[config.mk]
export PLATFORM = sky130hd
export DESIGN_NAME = sorted_linked_queue_flat
export DESIGN_NICKNAME = d
export VERILOG_FILES = /design/src/rtl/slq_pkg.sv /design/src/rtl/slq_if.sv /design/src/rtl/slq_store.sv /design/src/rtl/slq_seq.sv /design/src/rtl/sorted_linked_queue.sv /design/src/flat_wrapper.sv
export VERILOG_INCLUDE_DIRS = /design/src /design/src/rtl
export SDC_FILE = /design/constraint.sdc
export NUM_CORES = 1
export LEC_CHECK = 0
export ABC_CLOCK_PERIOD_IN_PS = 7900
export BUFFER_PORTS_ARGS = -buffer_cell sky130_fd_sc_hd__clkbuf_2
export CAP_MARGIN = 20
export CORE_MARGIN = 2
export CORE_UTILIZATION = 45
export CTS_CLUSTER_SIZE = 10
export DETAILED_ROUTE_END_ITERATION = 10
export MAX_ROUTING_LAYER = met4
export PLACE_DENSITY = 0.59
export SLEW_MARGIN = 40
export SYNTH_ARGS = -nofsm -noshare
export SYNTH_HDL_FRONTEND = slang
export SYNTH_SLANG_ARGS = --single-unit
[constraint.sdc]
create_clock -name clock -period 7.9 [get_ports clock]
set_input_delay 2.37 -clock clock [delete_from_list [all_inputs] [get_ports clock]]
set_output_delay 2.37 -clock clock [all_outputs]
set_load 0.02 [all_outputs]
[src/rtl/assert_macros.svh]
// Assertion macros shared by the sorted linked queue RTL.
// No dependencies; included by files that carry concurrent checks.
`ifndef ASSERT_MACROS_SVH
`define ASSERT_MACROS_SVH

// check a property on every rising clock edge outside reset
`define SLQ_ASSERT(name, clk, rst, prop, msg) \
   name: assert property (@(posedge clk) disable iff (rst) prop) \
      else $error(msg);

// check that an antecedent implies a consequent in the same cycle
`define SLQ_ASSERT_IMPL(name, clk, rst, ante, cons, msg) \
   `SLQ_ASSERT(name, clk, rst, (ante) |-> (cons), msg)

`endif

[src/rtl/slq_pkg.sv]
// Types, codes and sizes of the sorted linked queue.
// No dependencies; used by the interfaces and every module.
package slq_pkg;

   localparam int CAPACITY = 16;
   localparam int IDX_W    = $clog2(CAPACITY);
   localparam int LINK_W   = IDX_W + 1;
   localparam int CNT_W    = $clog2(CAPACITY + 1);

   localparam int OP_W     = 2;
   localparam int PID_W    = 16;
   localparam int TIME_W   = 32;
   localparam int PRIO_W   = 8;
   localparam int STATUS_W = 2;
   localparam int OCC_W    = 5;

   localparam logic [LINK_W-1:0] LINK_NULL = LINK_W'(CAPACITY);

   localparam logic [OP_W-1:0] OP_INSERT = 2'd0;
   localparam logic [OP_W-1:0] OP_REMOVE = 2'd1;
   localparam logic [OP_W-1:0] OP_QUERY  = 2'd2;

   localparam logic [STATUS_W-1:0] ST_DONE  = 2'd0;
   localparam logic [STATUS_W-1:0] ST_FULL  = 2'd1;
   localparam logic [STATUS_W-1:0] ST_EMPTY = 2'd2;

   typedef struct packed {
      logic [PID_W-1:0]  pid;
      logic [TIME_W-1:0] tstamp;
      logic [PRIO_W-1:0] prio;
   } rec_type;

   typedef struct packed {
      logic [IDX_W-1:0]  rd_addr;
      logic              cell_we;
      logic [IDX_W-1:0]  cell_addr;
      rec_type           cell_data;
      logic              link_we;
      logic [IDX_W-1:0]  link_addr;
      logic [LINK_W-1:0] link_data;
   } store_cmd_type;

   typedef struct packed {
      rec_type           rec;
      logic [LINK_W-1:0] next;
   } store_rd_type;

   function automatic logic link_ok(input logic [LINK_W-1:0] lnk);
      return lnk < LINK_NULL;
   endfunction

endpackage

[src/rtl/slq_if.sv]
// Request and response channel interfaces of the sorted linked queue.
// Depends on slq_pkg for field widths.
interface slq_req_if;
   logic                         valid;
   logic                         ready;
   logic [slq_pkg::OP_W-1:0]     op;
   logic [slq_pkg::PID_W-1:0]    key_pid;
   logic [slq_pkg::TIME_W-1:0]   rec_time;
   logic [slq_pkg::PRIO_W-1:0]   rec_prio;

   modport source (output valid, op, key_pid, rec_time, rec_prio, input ready);
   modport sink   (input valid, op, key_pid, rec_time, rec_prio, output ready);
endinterface

interface slq_rsp_if;
   logic                         valid;
   logic                         ready;
   logic [slq_pkg::STATUS_W-1:0] status;
   logic [slq_pkg::OCC_W-1:0]    occupied;
   logic                         head_valid;
   logic [slq_pkg::PID_W-1:0]    head_pid;
   logic [slq_pkg::TIME_W-1:0]   head_time;
   logic [slq_pkg::PRIO_W-1:0]   head_prio;

   modport source (output valid, status, occupied, head_valid, head_pid, head_time,
                   head_prio, input ready);
   modport sink   (input valid, status, occupied, head_valid, head_pid, head_time,
                   head_prio, output ready);
endinterface

[src/rtl/slq_store.sv]
// Cell pool of the sorted linked queue: record memory and forward link memory.
// Depends on slq_pkg; one registered read port, one write port per memory.
module slq_store (
   input  logic                   clock,
   input  logic                   reset,
   input  slq_pkg::store_cmd_type cmd,
   output slq_pkg::store_rd_type  rd
);
   import slq_pkg::*;

   rec_type           cell_mem [CAPACITY];
   logic [LINK_W-1:0] link_mem [CAPACITY];
   logic [CAPACITY-1:0] link_vld_ff;

   always_ff @(posedge clock) begin
      if (cmd.cell_we) begin
         cell_mem[cmd.cell_addr] <= cmd.cell_data;
      end
      if (cmd.link_we) begin
         link_mem[cmd.link_addr] <= cmd.link_data;
      end
      rd.rec <= cell_mem[cmd.rd_addr];
      if (link_vld_ff[cmd.rd_addr]) begin
         rd.next <= link_mem[cmd.rd_addr];
      end else begin
         rd.next <= LINK_W'(cmd.rd_addr) + LINK_W'(1);
      end
   end

   // unwritten forward links read as their reset chain i + 1
   always_ff @(posedge clock) begin
      if (reset) begin
         link_vld_ff <= '0;
      end else if (cmd.link_we) begin
         link_vld_ff[cmd.link_addr] <= 1'b1;
      end
   end

endmodule

[src/rtl/slq_seq.sv]
// Sequencer of the sorted linked queue: list walk, link updates, response register.
// Depends on slq_pkg, slq_if and assert_macros.svh; drives slq_store.
`include "assert_macros.svh"

module slq_seq (
   input  logic                   clock,
   input  logic                   reset,
   slq_req_if.sink                req_chan,
   slq_rsp_if.source              rsp_chan,
   output slq_pkg::store_cmd_type cmd,
   input  slq_pkg::store_rd_type  rd
);
   import slq_pkg::*;

   localparam logic [2:0] S_IDLE   = 3'd0;
   localparam logic [2:0] S_POP    = 3'd1;
   localparam logic [2:0] S_WALK   = 3'd2;
   localparam logic [2:0] S_LINK2  = 3'd3;
   localparam logic [2:0] S_LINK1  = 3'd4;
   localparam logic [2:0] S_UNLINK = 3'd5;
   localparam logic [2:0] S_HEAD   = 3'd6;
   localparam logic [2:0] S_OUT    = 3'd7;

   logic [2:0]          state_ff, state_in;
   rec_type             rec_ff, rec_in;
   logic [IDX_W-1:0]    head_ff, head_in;
   logic [LINK_W-1:0]   free_ff, free_in;
   logic [LINK_W-1:0]   free_next_ff, free_next_in;
   logic [CNT_W-1:0]    count_ff, count_in;
   logic [CNT_W-1:0]    steps_ff, steps_in;
   logic [LINK_W-1:0]   cur_ff, cur_in;
   logic [LINK_W-1:0]   before_ff, before_in;
   logic [STATUS_W-1:0] status_ff, status_in;

   logic                rsp_valid_ff, rsp_valid_in;
   logic [STATUS_W-1:0] rsp_status_ff, rsp_status_in;
   logic [OCC_W-1:0]    rsp_occ_ff, rsp_occ_in;
   logic                rsp_hv_ff, rsp_hv_in;
   rec_type             rsp_rec_ff, rsp_rec_in;

   logic                req_fire;
   logic                rsp_load;
   logic [LINK_W-1:0]   head_link;
   logic                head_ok;
   logic [CNT_W-1:0]    steps_next;

   assign req_chan.ready = (state_ff == S_IDLE);
   assign req_fire       = req_chan.valid && req_chan.ready;
   assign rsp_load       = (state_ff == S_OUT) && (!rsp_valid_ff || rsp_chan.ready);
   assign head_link      = LINK_W'(head_ff);
   assign head_ok        = (count_ff != '0) && link_ok(head_link);
   assign steps_next     = steps_ff + CNT_W'(1);

   always_comb begin
      state_in      = state_ff;
      rec_in        = rec_ff;
      head_in       = head_ff;
      free_in       = free_ff;
      free_next_in  = free_next_ff;
      count_in      = count_ff;
      steps_in      = steps_ff;
      cur_in        = cur_ff;
      before_in     = before_ff;
      status_in     = status_ff;
      rsp_status_in = rsp_status_ff;
      rsp_occ_in    = rsp_occ_ff;
      rsp_hv_in     = rsp_hv_ff;
      rsp_rec_in    = rsp_rec_ff;
      rsp_valid_in  = rsp_valid_ff && !rsp_chan.ready;

      cmd           = '0;
      cmd.rd_addr   = head_ff;
      cmd.cell_addr = free_ff[IDX_W-1:0];
      cmd.cell_data = rec_ff;

      case (state_ff)
         S_IDLE: begin
            cmd.rd_addr = (req_chan.op == OP_INSERT) ? free_ff[IDX_W-1:0] : head_ff;
            if (req_fire) begin
               rec_in    = '{pid: req_chan.key_pid, tstamp: req_chan.rec_time,
                             prio: req_chan.rec_prio};
               status_in = ST_DONE;
               state_in  = S_HEAD;
               if (req_chan.op == OP_INSERT) begin
                  if (count_ff >= CNT_W'(CAPACITY) || !link_ok(free_ff)) begin
                     status_in = ST_FULL;
                  end else begin
                     state_in = S_POP;
                  end
               end else if (req_chan.op == OP_REMOVE) begin
                  if (!head_ok) begin
                     status_in = ST_EMPTY;
                  end else begin
                     state_in = S_UNLINK;
                  end
               end
            end
         end
         S_POP: begin
            free_next_in = rd.next;
            before_in    = LINK_NULL;
            steps_in     = '0;
            if (head_ok) begin
               cur_in   = head_link;
               state_in = S_WALK;
            end else begin
               cur_in   = LINK_NULL;
               state_in = S_LINK1;
            end
         end
         S_WALK: begin
            cmd.rd_addr = rd.next[IDX_W-1:0];
            if (rd.rec.pid >= rec_ff.pid) begin
               state_in = link_ok(before_ff) ? S_LINK2 : S_LINK1;
            end else begin
               before_in = cur_ff;
               if (steps_next < count_ff && link_ok(rd.next)) begin
                  cur_in   = rd.next;
                  steps_in = steps_next;
               end else begin
                  cur_in   = link_ok(rd.next) ? rd.next : LINK_NULL;
                  state_in = S_LINK2;
               end
            end
         end
         S_LINK2: begin
            cmd.link_we   = 1'b1;
            cmd.link_addr = before_ff[IDX_W-1:0];
            cmd.link_data = free_ff;
            state_in      = S_LINK1;
         end
         S_LINK1: begin
            cmd.cell_we   = 1'b1;
            cmd.link_we   = 1'b1;
            cmd.link_addr = free_ff[IDX_W-1:0];
            cmd.link_data = cur_ff;
            if (!link_ok(before_ff)) begin
               head_in = free_ff[IDX_W-1:0];
            end
            free_in  = free_next_ff;
            count_in = count_ff + CNT_W'(1);
            state_in = S_HEAD;
         end
         S_UNLINK: begin
            cmd.link_we   = 1'b1;
            cmd.link_addr = head_ff;
            cmd.link_data = free_ff;
            free_in       = head_link;
            count_in      = count_ff - CNT_W'(1);
            if (count_ff == CNT_W'(1) || !link_ok(rd.next)) begin
               head_in = '0;
            end else begin
               head_in = rd.next[IDX_W-1:0];
            end
            state_in = S_HEAD;
         end
         S_HEAD: begin
            state_in = S_OUT;
         end
         S_OUT: begin
            if (rsp_load) begin
               rsp_valid_in  = 1'b1;
               rsp_status_in = status_ff;
               rsp_occ_in    = OCC_W'(count_ff);
               rsp_hv_in     = head_ok;
               rsp_rec_in    = head_ok ? rd.rec : '0;
               state_in      = S_IDLE;
            end
         end
         default: begin
            state_in = S_IDLE;
         end
      endcase
   end

   always_ff @(posedge clock) begin
      if (reset) begin
         state_ff     <= S_IDLE;
         head_ff      <= '0;
         free_ff      <= '0;
         count_ff     <= '0;
         rsp_valid_ff <= 1'b0;
      end else begin
         state_ff     <= state_in;
         head_ff      <= head_in;
         free_ff      <= free_in;
         count_ff     <= count_in;
         rsp_valid_ff <= rsp_valid_in;
      end
   end

   always_ff @(posedge clock) begin
      rec_ff        <= rec_in;
      free_next_ff  <= free_next_in;
      steps_ff      <= steps_in;
      cur_ff        <= cur_in;
      before_ff     <= before_in;
      status_ff     <= status_in;
      rsp_status_ff <= rsp_status_in;
      rsp_occ_ff    <= rsp_occ_in;
      rsp_hv_ff     <= rsp_hv_in;
      rsp_rec_ff    <= rsp_rec_in;
   end

   assign rsp_chan.valid      = rsp_valid_ff;
   assign rsp_chan.status     = rsp_status_ff;
   assign rsp_chan.occupied   = rsp_occ_ff;
   assign rsp_chan.head_valid = rsp_hv_ff;
   assign rsp_chan.head_pid   = rsp_rec_ff.pid;
   assign rsp_chan.head_time  = rsp_rec_ff.tstamp;
   assign rsp_chan.head_prio  = rsp_rec_ff.prio;

   `SLQ_ASSERT(a_count_bound, clock, reset, count_ff <= CNT_W'(CAPACITY), "count overflow")
   `SLQ_ASSERT_IMPL(a_free_null_full, clock, reset, !link_ok(free_ff),
      count_ff == CNT_W'(CAPACITY), "free list empty while pool not full")
   `SLQ_ASSERT_IMPL(a_walk_bound, clock, reset, state_ff == S_WALK,
      steps_ff < count_ff, "walk past the record count")
   `SLQ_ASSERT(a_busy_after_req, clock, reset, req_fire |=> state_ff != S_IDLE,
      "request transfer left sequencer idle")

endmodule

[src/rtl/sorted_linked_queue.sv]
// Sorted linked queue top level: sequencer plus cell pool.
// Depends on slq_pkg, slq_if, slq_store and slq_seq.
//
//   channel    dir  handshake     payload
//   req_chan   in   valid/ready   op, key_pid, rec_time, rec_prio
//   rsp_chan   out  valid/ready   status, occupied, head_valid, head_pid/time/prio
//
// Query, remove and refused operations do not walk the list; an insert does, and
// the ordered walk reads one linked cell per cycle through the single memory port.
// Reset is synchronous; the pool needs no clearing pass, unwritten links read i + 1.
// A stalled response register holds its transfer; the next request is taken meanwhile.
module sorted_linked_queue (
   input  logic      clock,
   input  logic      reset,
   slq_req_if.sink   req_chan,
   slq_rsp_if.source rsp_chan
);
   import slq_pkg::*;

   store_cmd_type cmd;
   store_rd_type  rd;

   slq_seq u_seq (
      .clock    (clock),
      .reset    (reset),
      .req_chan (req_chan),
      .rsp_chan (rsp_chan),
      .cmd      (cmd),
      .rd       (rd)
   );

   slq_store u_store (
      .clock (clock),
      .reset (reset),
      .cmd   (cmd),
      .rd    (rd)
   );

endmodule
[src/flat_wrapper.sv]
// flat-port wrapper written by rule: the top's interface ports become plain ports
module sorted_linked_queue_flat import slq_pkg::*;
  (clock, reset, req_chan_valid, req_chan_op, req_chan_key_pid, req_chan_rec_time, req_chan_rec_prio, req_chan_ready, rsp_chan_valid, rsp_chan_status, rsp_chan_occupied, rsp_chan_head_valid, rsp_chan_head_pid, rsp_chan_head_time, rsp_chan_head_prio, rsp_chan_ready);
  slq_req_if req_chan_i ();
  slq_rsp_if rsp_chan_i ();
  input  logic clock;
  input  logic reset;
  input wire logic [$bits(req_chan_i.valid)-1:0] req_chan_valid;
  input wire logic [$bits(req_chan_i.op)-1:0] req_chan_op;
  input wire logic [$bits(req_chan_i.key_pid)-1:0] req_chan_key_pid;
  input wire logic [$bits(req_chan_i.rec_time)-1:0] req_chan_rec_time;
  input wire logic [$bits(req_chan_i.rec_prio)-1:0] req_chan_rec_prio;
  output wire logic [$bits(req_chan_i.ready)-1:0] req_chan_ready;
  output wire logic [$bits(rsp_chan_i.valid)-1:0] rsp_chan_valid;
  output wire logic [$bits(rsp_chan_i.status)-1:0] rsp_chan_status;
  output wire logic [$bits(rsp_chan_i.occupied)-1:0] rsp_chan_occupied;
  output wire logic [$bits(rsp_chan_i.head_valid)-1:0] rsp_chan_head_valid;
  output wire logic [$bits(rsp_chan_i.head_pid)-1:0] rsp_chan_head_pid;
  output wire logic [$bits(rsp_chan_i.head_time)-1:0] rsp_chan_head_time;
  output wire logic [$bits(rsp_chan_i.head_prio)-1:0] rsp_chan_head_prio;
  input wire logic [$bits(rsp_chan_i.ready)-1:0] rsp_chan_ready;
  assign req_chan_i.valid = req_chan_valid;
  assign req_chan_i.op = req_chan_op;
  assign req_chan_i.key_pid = req_chan_key_pid;
  assign req_chan_i.rec_time = req_chan_rec_time;
  assign req_chan_i.rec_prio = req_chan_rec_prio;
  assign req_chan_ready = req_chan_i.ready;
  assign rsp_chan_valid = rsp_chan_i.valid;
  assign rsp_chan_status = rsp_chan_i.status;
  assign rsp_chan_occupied = rsp_chan_i.occupied;
  assign rsp_chan_head_valid = rsp_chan_i.head_valid;
  assign rsp_chan_head_pid = rsp_chan_i.head_pid;
  assign rsp_chan_head_time = rsp_chan_i.head_time;
  assign rsp_chan_head_prio = rsp_chan_i.head_prio;
  assign rsp_chan_i.ready = rsp_chan_ready;
  sorted_linked_queue u_core (.clock(clock), .reset(reset), .req_chan(req_chan_i), .rsp_chan(rsp_chan_i));
endmodule
Word-level counts from Yosys, hierarchy flattened
Memories as Yosys holds them, arrays and structs flattened. A register that Yosys moved wholly into a read port is not among the register bits.
Cells that the tools add are included.
Storage, ports and cells
  flip-flop bits (word level): 181
  RAM bits: 976
  input bits: 62
  output and inout port bits: 66
  word-level logic and storage cells: 123
  memories kept: 2
Memory list
  u_core.u_store.cell_mem: words 16, width 56, rd ports 1, clocked after memory_dff 1, wr ports 1, line slq_store.sv:11  | rec_type cell_mem [CAPACITY];
  u_core.u_store.link_mem: words 16, width 5, rd ports 1, clocked after memory_dff 0, wr ports 1, line slq_store.sv:12  | logic [LINK_W-1:0] link_mem [CAPACITY];
Cells by class
  add/sub/neg operators: 4
  order comparisons: 10
  eq/ne operators: 15
  mux-type cells: 45
  bitwise logic cells: 1
  reduce and logical (&&, ||, !) cells: 25
Operator list (number)
  5-bit one-hot mux with 2 select lines: 5
  5-bit two-way mux: 8
  10-bit one-hot mux with 3 select lines: 1
  3-bit two-way mux: 8
  3-bit one-hot mux with 7 select lines: 1
  16-bit >= comparator: 1
  16-bit OR: 1
  4-bit one-hot mux with 2 select lines: 2
  4-bit by 5-bit < comparator with 1-bit output, second input constant: 3
  5-bit < comparator, second input constant: 3
  3-bit == test, second input constant: 4
  4-bit two-way mux: 3
  5-bit by 1-bit adder with 5-bit output, second input constant: 2
  1-bit two-way mux: 10
  2-bit two-way mux: 5
  2-bit inequality test, second input constant: 4
  2-bit AND reduction: 4
  3-bit by 2-bit == test with 1-bit output, second input constant: 2
  1-bit logical AND: 6
  3-bit AND reduction: 2
  4-bit by 1-bit adder with 5-bit output, second input constant: 1
  5-bit by 1-bit == test with 1-bit output, second input constant: 1
  5-bit >= comparator, second input constant: 1
  5-bit < comparator: 1
  15 further kinds: 21

Depth between registers and ports, before layout
Gate-level depths: netlist of run 1.
  depth after elaboration: 7
  mapped depth: 13
  mapped depth without buffers: 10

Cells and area by module
From an unflattened synthesis of run 1, not the netlist that was laid out.
Unflattened totals
  cells, all modules: 2198
  area total of the unflattened synthesis: 45840.2 um^2
Modules (own cells, without submodules)
  slq_store: times used 1, cells an instance 1727, area an instance 39217.6 um^2, sequential area each 30849.6 um^2
  slq_seq: times used 1, cells an instance 471, area an instance 6622.6 um^2, sequential area each 4624.4 um^2

Worst setup path after synthesis of run 1
Ideal clock, no wire load.
  path type: reg-to-reg
  start point: reg u_core.u_seq.state_ff[2]
  end point: mem u_core.u_store.cell_mem[3][0] in the netlist's numbering (enable)
  setup time: 0.539 ns
  data arrival time: 5.528 ns
  data required time: 7.361 ns
  path slack: 1.834 ns
  cell stages (with the launch flop): 8
  path buffers: 3
  clock period less this slack: 6.066 ns
  cell sequence: dfxtp_1 buf_4 nand2b_1 clkbuf_1 nor2_1 clkbuf_1 nand3_1 nor3_1
Between the ends
  word-level cells in the longest chain between the ends: 4
Ends and longest elaborated chain
  from (decl): line slq_seq.sv:24  | logic [2:0] state_ff, state_in;
  from (signal assigned): line slq_seq.sv:184  | state_ff <= state_in;
  3-bit == test: line slq_seq.sv:76  | case (state_ff)
  1-bit two-way mux: line slq_seq.sv:76
  1-bit two-way mux: line slq_store.sv:16  | if (cmd.cell_we) begin
  1-bit two-way mux (implied by the code): line slq_store.sv:17  | cell_mem[cmd.cell_addr] <= cmd.cell_data;
  to (decl): line slq_store.sv:11
Every way passes these cells.

Final worst setup path of run 1
  start point: in req_chan_op[0]
  end point: reg u_core.u_store.rd[32] (netlist name)
Between the ends
  word-level cells in the longest chain between the ends: 3
Ends and longest elaborated chain
  from (decl): line flat_wrapper.sv:9  | input wire logic [$bits(req_chan_i.op)-1:0] req_chan_op;
  2-bit logical NOT: line slq_seq.sv:78  | cmd.rd_addr = (req_chan.op == OP_INSERT) ? free_ff[IDX_W-1:0] : head_ff;
  4-bit two-way mux: line slq_seq.sv:78
  4-bit one-hot mux with 2 select lines: line slq_seq.sv:76
Every way passes these cells.
A chain may end at the register's enable or synchronous reset.

==> flow_summary.ini, run 1 <==
[worst_hold_path]
holdPathStages = 0
hold_end = u_core.u_seq.rsp_chan.status[1]
hp-start = u_core.u_seq.status_ff[1]
worstHoldPathType = flop to flop

[clock_tree]
cts_hold_buf = 0
clock_latency_ns = 0.73
clkTransAtPathRegs_ns = 0.06
cts_setup_buffers = 0
cts-root-buf = clkbuf_16
cts.sinks = 1213
h-tree-depth = 4
cts_buffer_depth = 3
cts_tree = yes
cts_resized = 0
cts_made_buffers = 141

[timing]
finClkSkew_ns = 0.0222
period_minus_slack_ns = 4.90
timing.fmax_mhz = 204
hold_viol = 0
period_share = 0.620
slew_viol_final = 0
setup_tns_ns = 0
slew_headroom = 0.446
rsz0062_at_grt = no
worst_pin_slew_ns = 0.831
final-setup-viol-count = 0

[grt]
antenna_found_initial = 1
track_usage = 0.211
grt_overflow = 0
grt_pass1_vias = 23400
grt_pass1_wl_um = 155000
grt_max_degree = 91

[critical_path]
end_kind = flop
worstPathArrival_ns = 5.50
cpPeakStageDelay_ns = 0.76
r2r_end = u_core.u_store.rd[32]
reg2reg_slack_ns = 3.56
worstSetupPathType = primary input to flop
critical_path.cell_chain = clkbuf_2, nor2_1, a32oi_1, and2_1, inv_6, buf_4, mux4_2, a221o_1
worst_ep_required_time_ns = 8.50
startpoint_type = primary input
cp_slowest_cell = buf_4
crit_fanout = 51
r2r_cells = 7
rr_startpoint = u_core.u_seq.state_ff[1]

[floorplan]
die_h_um = 324
die_w_um = 324
ios = 128
start_util = 0.453
dieArea_sq_um = 105000
rows = 117
core_sq_um = 102000

[synthesis]
yosysTopAreaCell = edfxtp_1
yosysMostFrequentCell = edfxtp_1
synth-edff-count = 1118
synth.avg_cell_area_sq_um = 19.1
synth_cell_type_count = 68
yosys-top-cells-count = 1,118 x edfxtp_1, 241 x mux2i_1, 199 x nor2_1
synthFlopType = edfxtp_1
synthesis.nets = 2504
synth_area_leaders = edfxtp_1 73%, mux4_2 6.0%, mux2i_1 5.2%, dfxtp_1 4.1%, a221oi_1 2.2%
yosysSeqAreaShare = 0.769
synth-seq-cells = 1213
syn-cell-area_sq_um = 46100
syn-instance-count = 2417
async_flop_share = 0
synth_top_area_frac = 0.728
yosysWarnings = 0

[finish]
final_cells = 4077
fillCellCount = 8067
layout-drive-gt1-share = 0.185
fin_nets = 2697
syn_to_final_growth_pct = 14.2

[placement]
io_buffers = 127
dp.cells = 3835
hpwl_um = 53500
gp_congestion = 0.829

[pwr]
ir_drop_mv = 0.370
power_density_nw_per_um2 = 387
leakage_nw = 18.1

[detailed_routing]
drcViolationCount = 0
wirelength_um = 107000
num_vias = 23400
firstDrtPassIters = 5
vias_per_cell = 5.73
ant_nets = 0
wire_per_inst_um = 26.2
drt_iter0_drc = 2279

[outcome]
status = finished clean

[flow_run]
cap_violations = 0
==> sequential cells by signal, summed over array words and instances, names as in the netlist, 4 cells and up <==
name,count
u_core.u_seq.cur_ff,5
u_core.u_seq.free_ff,5
u_core.u_seq.rsp_chan.head_prio,8
u_core.u_store.link_vld_ff,16
u_core.u_seq.free_next_ff,5
u_core.u_seq.before_ff,5
u_core.u_seq.steps_ff,5
u_core.u_seq.rsp_chan.head_pid,16
u_core.u_seq.rsp_chan.head_time,32
u_core.u_store.cell_mem,896
u_core.u_store.link_mem,80
u_core.u_seq.cmd,56
u_core.u_seq.count_ff,5
u_core.u_seq.rsp_chan.occupied,5
u_core.u_store.rd,61
u_core.u_seq.head_ff,4
==> cell usage in the layout, fill, tap and decap left out, types with 24 or more instances in the layout <==
cell type  Yosys  layout
edfxtp_1    1118    1118
mux2i_1      241     241
nor2_1       199     185
clkbuf_16      0     145
clkbuf_2       1     127
mux4_2       122     122
a221oi_1     114     114
dfxtp_1       95      95
clkbuf_1      43      79
and2_1        69      68
a221o_1       57      57
buf_4         30      30
nand2_1       29      29
ha_1          25      25
inv_1         24      24
==> critical path, delay by kind of cell <==
family,cells,cell delay [ns]
mux,1,0.42
simple gates,2,0.69
buf+inv,3,1.39
compound gates,2,0.58
==> kinds of logic (layout without fill, tap and decap cells) <==
logic type | count (synthesis) | in the layout | synth area share
compound gates | 274 | 274 | 0.0504
xor+xnor | 8 | 8 | 0.00152
fa+ha+maj | 25 | 25 | 0.00679
buf+inv | 153 | 444 | 0.0174
flops | 1213 | 1213 | 0.769
mux | 371 | 371 | 0.116
other cells | 0 | 1 | 0
simple gates | 373 | 373 | 0.0385
==> layer usage <==
| layer | vias to the layer above | GRT usage | wire length, um | part of all wire |
|---|---|---|---|---|
| li1 | 10200 | - | - | - |
| met1 | 12200 | 0.289 | 47100 | 0.44 |
| met2 | 822 | 0.330 | 51800 | 0.49 |
| met3 | 159 | 0.0333 | 5910 | 0.055 |
| met4 | 0 | 0.0576 | 1860 | 0.017 |
| met5 | - | - | 0 | 0 |
==> worst max-delay path by stage <==
stage	from	to	slack, ns	depth (start not counted)
after global routing	req_chan_op[0]	u_core.u_store.rd[29]	2.86	8
after global placement	req_chan_op[0]	u_core.u_store.rd[33]	2.34	8
after floorplan	u_core.u_seq.state_ff[2]	u_core.u_store.cell_mem[3][0]	1.83	7
final	req_chan_op[0]	u_core.u_store.rd[32]	3.00	8
after detailed placement	req_chan_op[0]	u_core.u_store.rd[23]	2.27	8
after CTS	req_chan_op[0]	u_core.u_store.rd[32]	3.04	8
==> final cells by class <==
class / instances / area (sq um) / area share
repair buffers: 176 / 1160 / 0.0220
inverters: 27 / 106 / 0.00202
clock buffers: 226 / 3950 / 0.0751
well taps: 1368 / 1710 / 0.0325
diodes: 1 / 2.50 / 0.0000475
clock inverters: 15 / 239 / 0.00454
flip-flops and latches: 1213 / 35500 / 0.674
multi-input cells: 1051 / 10000 / 0.190
==> metrics by stage <==
stage / util / total power [W] / setup slack, ns / area (sq um) / hold slack, ns
finish: 0.517 / 0.0204 / 3.00 / 52600 / 0.425
global route: 0.517 / 0.0213 / 2.86 / 52600 / 0.443
CTS: 0.517 / 0.0206 / 3.04 / 52600 / 0.433
detailed placement: 0.476 / 0.0146 / 2.27 / 48400 / 0.418
global placement: 0.475 / 0.0145 / 2.34 / 48300 / 0.421
floorplan: - / 0.0129 / 1.83 / 46100 / 0.400
==> where the power goes <==
group | internal (W) | switching (W) | total, W
sequential | 0.00801 | 0.000487 | 0.00849
combinational | 0.00253 | 0.00343 | 0.00596
clock | 0.00349 | 0.00243 | 0.00592
No activity file was read; power rests on OpenSTA's default activity.
==> run 2: changes to the inputs <==
--- a/config.mk
+++ b/config.mk
@@ -6,7 +6,7 @@
 export SDC_FILE = /design/constraint.sdc
 export NUM_CORES = 1
 export LEC_CHECK = 0
-export ABC_CLOCK_PERIOD_IN_PS = 7900
+export ABC_CLOCK_PERIOD_IN_PS = 4900
 export BUFFER_PORTS_ARGS = -buffer_cell sky130_fd_sc_hd__clkbuf_2
 export CAP_MARGIN = 20
 export CORE_MARGIN = 2
==> constraint.sdc (replaced) <==
create_clock -name clock -period 4.9 [get_ports clock]
set_input_delay 1.47 -clock clock [delete_from_list [all_inputs] [get_ports clock]]
set_output_delay 1.47 -clock clock [all_outputs]
set_load 0.02 [all_outputs]
==> flow_summary.ini, run 2 (synthesis gave the netlist of run 1 again) <==
[finish]
syn_to_final_growth_pct = 15.5
layout_commonest_cell = edfxtp_1
reg_top3 = u_core.u_store.cell_mem: 896 flops, u_core.u_store.link_mem: 80 flops, u_core.u_store.rd: 61 flops
regMostFlops = u_core.u_store.cell_mem
fin_nets = 2719
final_cell_mix = 1,118 x edfxtp_1, 241 x mux2i_1, 185 x nor2_1
n_antenna_cell = 0
fin_util = 0.523
layout-drive-gt1-share = 0.191
final_area_sq_um = 53200
largest_reg_flops = 896

[floorplan]
die_h_um = 324
dieArea_sq_um = 105000
start_util = 0.453
core_sq_um = 102000
die_w_um = 324
rows = 117
ios = 128

[critical_path]
startpoint_type = flop
critical_path.cell_chain = nor3b_4, a32oi_1, and2_1, nor2_4, buf_12, a221oi_1, nor2_1, nor2_1, a221o_1
crit_fanout = 23
worstPathArrival_ns = 4.42
crit_top_cell = nor2_1
worstSetupPathType = flop to flop
r2r_cells = 9
rr_startpoint = u_core.u_seq.state_ff[1]
r2r_end = u_core.u_store.rd[44]
cp.buffers_inverters = 1
end_kind = flop
cpPeakStageDelay_ns = 0.77
cp_slowest_cell = dfxtp_1
cp.depth = 9
reg2reg_slack_ns = 1.10
worst_ep_required_time_ns = 5.51
cp_top_family = simple AND/OR/NAND/NOR gates

[grt]
grt_pass1_vias = 23800
grt_max_degree = 70
track_usage = 0.213
grt_pass1_wl_um = 157000
grt_overflow = 0
antenna_found_initial = 2

[timing]
setup_tns_ns = 0
finClkSkew_ns = 0.0241
slew_headroom = 0.446
final-setup-viol-count = 0
hold_viol = 0
rsz0062_at_grt = no
worst_pin_slew_ns = 0.829
period_share = 0.776
timing.fmax_mhz = 263
period_minus_slack_ns = 3.80
slew_viol_final = 0

[detailed_routing]
drt_iter0_drc = 2334
wirelength_um = 107000
drcViolationCount = 0
wire_per_inst_um = 26.0
ant_nets = 0
firstDrtPassIters = 5
vias_per_cell = 5.71
num_vias = 23500

[clock_tree]
cts_resized = 0
cts_hold_buf = 0
cts_buffer_depth = 3
cts.sinks = 1213
cts_made_buffers = 141
clock_latency_ns = 0.74
cts_tree = yes
h-tree-depth = 4
cts-root-buf = clkbuf_16
cts_setup_buffers = 0
clkTransAtPathRegs_ns = 0.06

[placement]
hpwl_um = 56900
io_buffers = 127
placed_cell_area_sq_um = 49000
gp_congestion = 0.837

[pwr]
ir_drop_mv = 0.448
leakage_nw = 18.3
power_density_nw_per_um2 = 622

[worst_hold_path]
holdPathStages = 0
worstHoldPathType = flop to flop
hp-start = u_core.u_seq.status_ff[0]
hold_end = u_core.u_seq.rsp_chan.status[0]

[outcome]
status = finished clean

[flow_run]
cap_violations = 0
-- run 2: changes by cell type in the layout (fill, tap and decap cells not counted), sizes merged --
cell / delta
buf: +22
bufinv: -2
clkinv: -2
clkbuf: +12
diode: -1
clkinvlp: +1
-- run 2: worst register-to-register path, delay by kind of cell (launching register included) --
kind / cells / cell delay, ns
flops: 1 / 0.77
simple gates: 5 / 1.94
buf+inv: 1 / 0.31
compound gates: 3 / 0.66
-- run 2: report_power, final --
part | internal [W] | switching (W)
clock | 0.00558 | 0.00393
sequential | 0.0129 | 0.000844
combinational | 0.00428 | 0.00555
total | 0.0228 | 0.0103
-- run 2: area by class of cell --
class	instances	area, sq um
tap	1368	1710
fill	8049	48500
multi-input combinational	1051	10000
timing repair buffer	198	1710
sequential	1213	35500
clock inverter	12	176
clock buffer	238	4020
inverter	27	109
-- run 2: stage by stage --
stage / hold WS [ns] / worst slack, ns / total power (W) / std cells
global route: 0.444 / 0.837 / 0.0347 / 4107
finish: 0.433 / 1.10 / 0.0331 / 4107
floorplan: 0.400 / 0.199 / 0.0209 / 2417
global placement: 0.413 / 0.676 / 0.0236 / 3854
CTS: 0.439 / 0.873 / 0.0334 / 4107
detailed placement: 0.425 / 0.667 / 0.0239 / 3857
-- run 2: routing by layer --
metal,GRT usage,vias to the layer above,part of all wire
met3,0.0360,152,0.060
li1,-,10300,-
met5,-,-,0
met4,0.0567,0,0.018
met2,0.327,786,0.48
met1,0.295,12300,0.44
-- run 2: how the worst max path moves through the flow --
stage          slack (ns)                                 to                startpoint
2_1_floorplan        0.20  u_core.u_seq.rsp_chan.head_pid[0]            rsp_chan_ready
3_3_place_gp         0.68              u_core.u_store.rd[30]            req_chan_op[0]
3_5_place_dp         0.67              u_core.u_store.rd[26]            req_chan_op[0]
4_1_cts              0.87    u_core.u_store.cell_mem[13][36]  u_core.u_seq.state_ff[2]
5_1_grt              0.84              u_core.u_store.rd[48]  u_core.u_seq.state_ff[1]
6_report             1.10              u_core.u_store.rd[44]  u_core.u_seq.state_ff[1]
